--- src/rtl/iotid_pkg.sv ---
// ----------------------------------------------------------------------------
// iotid_pkg
// shared types and constants of the i/o timer, interrupt and disk controller
// ----------------------------------------------------------------------------
`default_nettype none

package iotid_pkg;

    localparam int NREGS        = 23;
    localparam int IDX_W        = 5;
    localparam int DATA_W       = 32;
    localparam int PC_W         = 12;
    localparam int CNT_W        = 11;
    localparam int DISK_LATENCY = 1024;

    typedef enum logic [1:0] {
        OP_TICK  = 2'd0,
        OP_READ  = 2'd1,
        OP_WRITE = 2'd2,
        OP_RETI  = 2'd3
    } op_t;

    typedef enum logic [1:0] {
        DISK_NONE  = 2'd0,
        DISK_READ  = 2'd1,
        DISK_WRITE = 2'd2
    } disk_cmd_t;

    localparam logic [IDX_W-1:0] R_IRQ0EN  = 5'd0;
    localparam logic [IDX_W-1:0] R_IRQ1EN  = 5'd1;
    localparam logic [IDX_W-1:0] R_IRQ2EN  = 5'd2;
    localparam logic [IDX_W-1:0] R_IRQ0ST  = 5'd3;
    localparam logic [IDX_W-1:0] R_IRQ1ST  = 5'd4;
    localparam logic [IDX_W-1:0] R_HANDLER = 5'd6;
    localparam logic [IDX_W-1:0] R_RETURN  = 5'd7;
    localparam logic [IDX_W-1:0] R_LEDS    = 5'd9;
    localparam logic [IDX_W-1:0] R_DISP    = 5'd10;
    localparam logic [IDX_W-1:0] R_TEN     = 5'd11;
    localparam logic [IDX_W-1:0] R_TCUR    = 5'd12;
    localparam logic [IDX_W-1:0] R_TMAX    = 5'd13;
    localparam logic [IDX_W-1:0] R_DCMD    = 5'd14;
    localparam logic [IDX_W-1:0] R_DSEC    = 5'd15;
    localparam logic [IDX_W-1:0] R_DBUF    = 5'd16;
    localparam logic [IDX_W-1:0] R_DSTAT   = 5'd17;
    localparam logic [IDX_W-1:0] R_MADDR   = 5'd20;
    localparam logic [IDX_W-1:0] R_MDATA   = 5'd21;
    localparam logic [IDX_W-1:0] R_MCMD    = 5'd22;

    typedef struct packed {
        op_t               op;
        logic [IDX_W-1:0]  reg_index;
        logic [DATA_W-1:0] write_data;
        logic [PC_W-1:0]   current_pc;
        logic              irq2_line;
    } item_t;

    typedef struct packed {
        logic [DATA_W-1:0] read_data;
        logic              irq_taken;
        logic [PC_W-1:0]   next_pc;
        logic              monitor_write;
        logic [15:0]       monitor_addr;
        logic [7:0]        monitor_data;
        disk_cmd_t         disk_cmd;
        logic [6:0]        disk_sector;
        logic [11:0]       disk_buffer;
        logic              leds_update;
        logic              display_update;
    } result_t;

endpackage

`default_nettype wire

--- src/rtl/iotid_core.sv ---
// ----------------------------------------------------------------------------
// iotid_core
// i/o register bank, timer, interrupt, monitor and disk state; computes the
// result of one item and commits the new state when step is high
// ----------------------------------------------------------------------------
`default_nettype none

module iotid_core (
    input  wire logic            clk,
    input  wire logic            rst_n,
    input  wire logic            step,
    input  wire iotid_pkg::item_t   item,
    output iotid_pkg::result_t   res
);

    logic [iotid_pkg::DATA_W-1:0] regs_reg [iotid_pkg::NREGS];
    logic [iotid_pkg::DATA_W-1:0] regs_next [iotid_pkg::NREGS];
    logic [iotid_pkg::PC_W-1:0]   last_pc_reg, last_pc_next;
    logic [iotid_pkg::DATA_W-1:0] leds_shadow_reg, leds_shadow_next;
    logic [iotid_pkg::DATA_W-1:0] disp_shadow_reg, disp_shadow_next;
    logic [iotid_pkg::CNT_W-1:0]  countdown_reg, countdown_next;
    logic                         in_handler_reg, in_handler_next;

    always_comb
    begin
        logic [iotid_pkg::DATA_W-1:0] tcur;
        logic                         irq_pend;
        regs_next        = regs_reg;
        last_pc_next     = last_pc_reg;
        leds_shadow_next = leds_shadow_reg;
        disp_shadow_next = disp_shadow_reg;
        countdown_next   = countdown_reg;
        in_handler_next  = in_handler_reg;
        res              = '0;
        tcur             = '0;
        irq_pend         = 1'b0;
        unique case (item.op)
            iotid_pkg::OP_READ:
            begin
                if (item.reg_index < iotid_pkg::IDX_W'(iotid_pkg::NREGS))
                begin
                    res.read_data = regs_reg[item.reg_index];
                end
            end
            iotid_pkg::OP_WRITE:
            begin
                if (item.reg_index < iotid_pkg::IDX_W'(iotid_pkg::NREGS))
                begin
                    regs_next[item.reg_index] = item.write_data;
                end
            end
            iotid_pkg::OP_RETI:
            begin
                res.irq_taken   = 1'b1;
                res.next_pc     = regs_reg[iotid_pkg::R_RETURN][iotid_pkg::PC_W-1:0];
                in_handler_next = 1'b0;
            end
            default:
            begin
                // timer advances on pc change while the timer is enabled
                if (last_pc_reg != item.current_pc)
                begin
                    last_pc_next = item.current_pc;
                    if (regs_reg[iotid_pkg::R_TEN] == 32'd1)
                    begin
                        tcur = regs_reg[iotid_pkg::R_TCUR] + 32'd1;
                        if (tcur == regs_reg[iotid_pkg::R_TMAX])
                        begin
                            regs_next[iotid_pkg::R_IRQ0ST] = 32'd1;
                            tcur = '0;
                        end
                        regs_next[iotid_pkg::R_TCUR] = tcur;
                    end
                end
                // interrupt entry
                irq_pend =
                    (regs_next[iotid_pkg::R_IRQ0EN] != '0
                        && regs_next[iotid_pkg::R_IRQ0ST] != '0)
                    || (regs_next[iotid_pkg::R_IRQ1EN] != '0
                        && regs_next[iotid_pkg::R_IRQ1ST] != '0)
                    || (regs_next[iotid_pkg::R_IRQ2EN] != '0 && item.irq2_line);
                if (!in_handler_reg && irq_pend)
                begin
                    regs_next[iotid_pkg::R_RETURN] =
                        iotid_pkg::DATA_W'(item.current_pc);
                    in_handler_next = 1'b1;
                    res.irq_taken   = 1'b1;
                    res.next_pc     =
                        regs_next[iotid_pkg::R_HANDLER][iotid_pkg::PC_W-1:0];
                end
                // monitor pixel write
                if (regs_next[iotid_pkg::R_MCMD] == 32'd1)
                begin
                    res.monitor_write = 1'b1;
                    res.monitor_addr  = regs_next[iotid_pkg::R_MADDR][15:0];
                    res.monitor_data  = regs_next[iotid_pkg::R_MDATA][7:0];
                    regs_next[iotid_pkg::R_MCMD] = '0;
                end
                // disk controller
                if (regs_next[iotid_pkg::R_DCMD] != '0 && countdown_reg == '0)
                begin
                    if (regs_next[iotid_pkg::R_DSTAT] == '0)
                    begin
                        countdown_next = iotid_pkg::CNT_W'(iotid_pkg::DISK_LATENCY);
                        regs_next[iotid_pkg::R_DSTAT] = 32'd1;
                        if (regs_next[iotid_pkg::R_DCMD] == 32'd1
                            || regs_next[iotid_pkg::R_DCMD] == 32'd2)
                        begin
                            res.disk_cmd    = iotid_pkg::disk_cmd_t'(
                                regs_next[iotid_pkg::R_DCMD][1:0]);
                            res.disk_sector = regs_next[iotid_pkg::R_DSEC][6:0];
                            res.disk_buffer = regs_next[iotid_pkg::R_DBUF][11:0];
                        end
                    end
                end
                else if (countdown_reg > iotid_pkg::CNT_W'(1))
                begin
                    countdown_next = countdown_reg - iotid_pkg::CNT_W'(1);
                end
                else if (countdown_reg == iotid_pkg::CNT_W'(1))
                begin
                    regs_next[iotid_pkg::R_DCMD]   = '0;
                    regs_next[iotid_pkg::R_DSTAT]  = '0;
                    regs_next[iotid_pkg::R_IRQ1ST] = 32'd1;
                    countdown_next = '0;
                end
                // led and display change flags
                if (regs_next[iotid_pkg::R_LEDS] != leds_shadow_reg)
                begin
                    leds_shadow_next = regs_next[iotid_pkg::R_LEDS];
                    res.leds_update  = 1'b1;
                end
                if (regs_next[iotid_pkg::R_DISP] != disp_shadow_reg)
                begin
                    disp_shadow_next   = regs_next[iotid_pkg::R_DISP];
                    res.display_update = 1'b1;
                end
            end
        endcase
    end

    always_ff @(posedge clk or negedge rst_n)
    begin
        if (!rst_n)
        begin
            for (int i = 0; i < iotid_pkg::NREGS; i++)
            begin
                regs_reg[i] <= '0;
            end
            last_pc_reg     <= '0;
            leds_shadow_reg <= '0;
            disp_shadow_reg <= '0;
            countdown_reg   <= '0;
            in_handler_reg  <= 1'b0;
        end
        else if (step)
        begin
            regs_reg        <= regs_next;
            last_pc_reg     <= last_pc_next;
            leds_shadow_reg <= leds_shadow_next;
            disp_shadow_reg <= disp_shadow_next;
            countdown_reg   <= countdown_next;
            in_handler_reg  <= in_handler_next;
        end
    end

endmodule

`default_nettype wire

--- src/rtl/io_timer_irq_disk_controller_unit.sv ---
// ----------------------------------------------------------------------------
// io_timer_irq_disk_controller_unit
// i/o register block with interval timer, interrupts, monitor port and disk
// dma control
//
//   channel  signals                                   direction
//   req      req_valid/req_ready, op .. irq2_line      in
//   rsp      rsp_valid/rsp_ready, read_data .. display out
//
// one item per cycle sustained while no result stalls; each item is captured
// in the input register and then moves to the result register, which drives
// the result outputs. the state bank is updated when an item moves from the
// input register to the result register. reset clears both valid flags and
// the core state; the input and result data registers are not reset. a
// stalled result holds; the input register keeps accepting while the result
// register is free or being drained.
// ----------------------------------------------------------------------------
`default_nettype none

module io_timer_irq_disk_controller_unit (
    input  wire logic        clk,
    input  wire logic        rst_n,
    input  wire logic        req_valid,
    output logic             req_ready,
    input  wire logic [1:0]  op,
    input  wire logic [4:0]  reg_index,
    input  wire logic [31:0] write_data,
    input  wire logic [11:0] current_pc,
    input  wire logic        irq2_line,
    output logic             rsp_valid,
    input  wire logic        rsp_ready,
    output logic [31:0]      read_data,
    output logic             irq_taken,
    output logic [11:0]      next_pc,
    output logic             monitor_write,
    output logic [15:0]      monitor_addr,
    output logic [7:0]       monitor_data,
    output logic [1:0]       disk_cmd,
    output logic [6:0]       disk_sector,
    output logic [11:0]      disk_buffer,
    output logic             leds_update,
    output logic             display_update
);

    iotid_pkg::item_t   item_reg;
    logic               item_valid_reg;
    iotid_pkg::result_t res_reg;
    iotid_pkg::result_t res_next;
    logic               res_valid_reg;
    logic               advance;

    assign advance   = item_valid_reg && (!res_valid_reg || rsp_ready);
    assign req_ready = !item_valid_reg || advance;

    iotid_core u_core (
        .clk   (clk),
        .rst_n (rst_n),
        .step  (advance),
        .item  (item_reg),
        .res   (res_next)
    );

    always_ff @(posedge clk or negedge rst_n)
    begin
        if (!rst_n)
        begin
            item_valid_reg <= 1'b0;
            res_valid_reg  <= 1'b0;
        end
        else
        begin
            if (req_ready)
            begin
                item_valid_reg <= req_valid;
            end
            if (advance)
            begin
                res_valid_reg <= 1'b1;
            end
            else if (rsp_ready)
            begin
                res_valid_reg <= 1'b0;
            end
        end
    end

    always_ff @(posedge clk)
    begin
        if (req_valid && req_ready)
        begin
            item_reg.op         <= iotid_pkg::op_t'(op);
            item_reg.reg_index  <= reg_index;
            item_reg.write_data <= write_data;
            item_reg.current_pc <= current_pc;
            item_reg.irq2_line  <= irq2_line;
        end
        if (advance)
        begin
            res_reg <= res_next;
        end
    end

    assign rsp_valid      = res_valid_reg;
    assign read_data      = res_reg.read_data;
    assign irq_taken      = res_reg.irq_taken;
    assign next_pc        = res_reg.next_pc;
    assign monitor_write  = res_reg.monitor_write;
    assign monitor_addr   = res_reg.monitor_addr;
    assign monitor_data   = res_reg.monitor_data;
    assign disk_cmd       = res_reg.disk_cmd;
    assign disk_sector    = res_reg.disk_sector;
    assign disk_buffer    = res_reg.disk_buffer;
    assign leds_update    = res_reg.leds_update;
    assign display_update = res_reg.display_update;

endmodule

`default_nettype wire

--- config.mk ---
export PLATFORM = sky130hd
export DESIGN_NAME = io_timer_irq_disk_controller_unit
export DESIGN_NICKNAME = d
export VERILOG_FILES = /design/src/rtl/iotid_pkg.sv /design/src/rtl/iotid_core.sv /design/src/rtl/io_timer_irq_disk_controller_unit.sv
export SDC_FILE = /design/constraint.sdc
export NUM_CORES = 2
export LEC_CHECK = 0
export BUFFER_PORTS_ARGS = -buffer_cell sky130_fd_sc_hd__buf_2
export CELL_PAD_IN_SITES_DETAIL_PLACEMENT = 1
export CELL_PAD_IN_SITES_GLOBAL_PLACEMENT = 1
export CORE_MARGIN = 4
export CORE_UTILIZATION = 52
export DETAILED_ROUTE_END_ITERATION = 12
export PLACE_DENSITY_LB_ADDON = 0.1
export SLEW_MARGIN = 10
export SYNTH_ARGS = -nofsm -noshare
export SYNTH_HDL_FRONTEND = slang
export SYNTH_HIERARCHICAL = 1
export SYNTH_SLANG_ARGS = --single-unit
--- constraint.sdc ---
create_clock -name clk -period 5.4 [get_ports clk]
set_input_delay 0.27 -clock clk [delete_from_list [all_inputs] [get_ports clk]]
set_output_delay 0.27 -clock clk [all_outputs]
set_load 0.01 [all_outputs]
==> flow_summary.toml <==
[status]
outcome = "completed"

[logic_synthesis]
yosysWarnings = 6
yosysUniqueCellTypes = 70
ys_seq_elements = 971
syn-instance-count = 3383
yosysSeqAreaShare = 0.557
syn-cell-area_mm2 = 0.0449
syn_avg_cell_area_um2 = 13.3
synth_edf_count = 145
synth_nets = 3446
synth_ff_type = "dfrtp_1"
synthArstFlopShare = 0.851

[sta]
min_period_over_period = 0.878
setup_viol = 0
rsz0062_at_grt = "false"
relSlewSlack = 0.116
worst_pin_slew_ns = 1.32
tns_ns = 0
final_max_slew_viol_count = 0
fin_ws_ns = 0.660
hold_viol = 0
fmax_mhz = 211
period_needed_ns = 4.74
clock_skew_ns = 0.0248

[pwr]
p_leak_uw = 0.0227
peakVddDrop_uv = 275
total_power_uw = 18500
p_per_area_mw_per_mm2 = 362

[cts]
root_buffer = "clkbuf_16"
ctsLongestPathBuffers = 3
tritoncts = "built"
cts_buffers = 104
cts.reportedPaths.clkPinSlew_ns = 0.07
clock_latency_ns = 0.68
ctsResizeCount = 0
cts_setup_buffers = 0
clkSinkCount = 971
htree_levels = 3
hold_buffers = 56

[route]
route.detailed.drc = 0
vias = 31200
drt_pre_antenna_iters = 5
dr.first_iter.drc_count = 2818
routedWlPerCell_um = 31.7
routed_wl_um = 150000
postRouteAntennaNets = 0
avgViaCountPerCell = 6.57

[critical_path]
critPathCaptureType = "register"
worst-endpoint-required_ns = 5.86
startpoint_type = "register"
critPathArrivalTime_ns = 5.20
crit_fanout = 14
worstSetupPathType = "register to register"

[grt]
grt_pass1_vias = 33400
grt-ovfl-total = 0
antenna_found_initial = 5
grt_pass1_wl_um = 224000
grt_util_all_layers = 0.332
grt_start_max_net_pins = 130

[floorplanning]
die_area_mm2 = 0.0911
coreArea_mm2 = 0.0854
die_w_um = 302
rows = 107
start_util = 0.526
die_h_um = 302
ios = 151

[cells_and_area]
final_core_util = 0.599
areaGrowthSynthToFinish_pct = 13.9
diodes = 0
stdcell_count = 4740
largest_register_ffs = 736
fillers = 8152
nets = 3574
drive_gt1_frac = 0.334

[placed_design]
preCtsSetupSlack_ns = 0.766
place_congestion = 0.888
port_buffers = 150
dp_hpwl_um = 99900
dp.cells = 4493

[worst_hold_path]
hold_path_class = "primary input to asynchronous set/reset pin"

[job]
cap_violations = 0
-- cells in the final DEF (no fill, tap or decap), types with 13 or more instances in the layout --
cell,netlist,final
a32o_1,31,31
and3_1,33,33
o41ai_1,14,14
and2_1,27,26
mux2_2,581,581
a22oi_1,65,65
mux4_2,160,160
o21ai_1,25,21
mux2i_1,53,53
dfrtp_1,826,826
buf_4,1,86
xor2_1,26,26
clkbuf_16,0,107
nand2_1,211,211
nor2_1,118,104
a31oi_1,39,39
nor3_1,18,14
buf_12,0,13
a21oi_1,75,75
nor4_1,84,84
clkbuf_1,198,16
clkbuf_8,0,21
clkinv_2,0,18
inv_1,51,51
nand4_1,51,51
dlygate4sd3_1,0,56
buf_2,12,149
o21ai_0,132,132
o2bb2ai_1,31,31
o31ai_1,26,25
xnor2_1,99,99
a22o_1,43,43
edfxtp_1,145,145
nand3_1,17,17
-- worst max-delay path, cell delays in order, from the launching register on --
cell and delay, ns:
dfrtp_1 0.60, nand4_1 0.36, or4_1 0.64, nor4_1 0.66, xnor2_1 0.23, o221ai_1 0.14, or4_4 0.49, nor4_4 0.58
o31ai_2 0.39, o31ai_1 0.43
-- per-layer routing --
| metal | track usage | up-vias | wire, um | share of wire |
|---|---|---|---|---|
| li1 | - | 12900 | - | - |
| met1 | 0.448 | 16800 | 62200 | 0.41 |
| met2 | 0.532 | 1226 | 71000 | 0.47 |
| met3 | 0.0507 | 322 | 9160 | 0.061 |
| met4 | 0.159 | 4 | 7920 | 0.053 |
| met5 | 0 | - | 30 | 0.00020 |
-- stage by stage --
step	hold slack (ns)	area, um2
after detailed placement	0.399	47000
after global routing	0.286	51100
after global placement	0.392	47000
after floorplan	-0.0256	44900
after CTS	0.266	51100
final	0.235	51100
-- logic make-up (layout without fill, tap and decap cells) --
logic type	after synthesis	after routing	share of synthesized area
and+or+nand+nor	628	628	0.0706
xor gates and xnor gates	125	125	0.0244
DFF	971	971	0.557
AOI/OAI and AO/OA	512	512	0.0766
buffers and inverters	335	548	0.0284
muxes	804	804	0.240
adders and majority gates	8	8	0.00217
-- synth_stat cells (all sizes together) (53+ instances only) --
cell type | number | area (um2)
nor2 | 118 | 443
dfrtp | 826 | 20700
a21oi | 75 | 375
a22oi | 65 | 488
nor4 | 85 | 547
mux2i | 53 | 531
clkbuf | 198 | 743
o21ai | 158 | 795
buf | 85 | 338
nand2 | 211 | 792
mux2 | 591 | 6660
mux4 | 160 | 3600
edfxtp | 145 | 4350
xnor2 | 99 | 867
-- final timing paths --
kind / cells after the start / end / slack [ns] / start
max: 9 / next_pc[7] / 0.66 / u_core/regs_reg[328]
min: 2 / item_valid_reg / 0.23 / rst_n
max reg2reg: 9 / next_pc[7] / 0.66 / u_core/regs_reg[328]
min reg2reg: 1 / u_core/regs_reg[253] / 0.50 / u_core/regs_reg[253]
max in group asynchronous: 4 / u_core/regs_reg[227] / 3.73 / rst_n
min in group clk: 2 / item_reg[36] / 0.30 / write_data[23]
-- cell type report --
| class | instances | area [um2] | share of cell area |
|---|---|---|---|
| Timing Repair Buffer | 305 | 2230 | 0.0436 |
| Sequential cell | 971 | 25000 | 0.489 |
| Inverter | 52 | 195 | 0.00382 |
| Tap cell | 1144 | 1430 | 0.0280 |
| Clock buffer | 144 | 3030 | 0.0592 |
| Clock inverter | 47 | 495 | 0.00969 |
| Multi-Input combinational cell | 2077 | 18700 | 0.366 |
-- report_power, final --
| part | switching, uW | internal [uW] |
|---|---|---|
| registers | 581 | 8040 |
| clock network | 3030 | 4340 |
| logic | 1460 | 1070 |
| total | 5070 | 13400 |
Power figures use the tool's default switching activity.
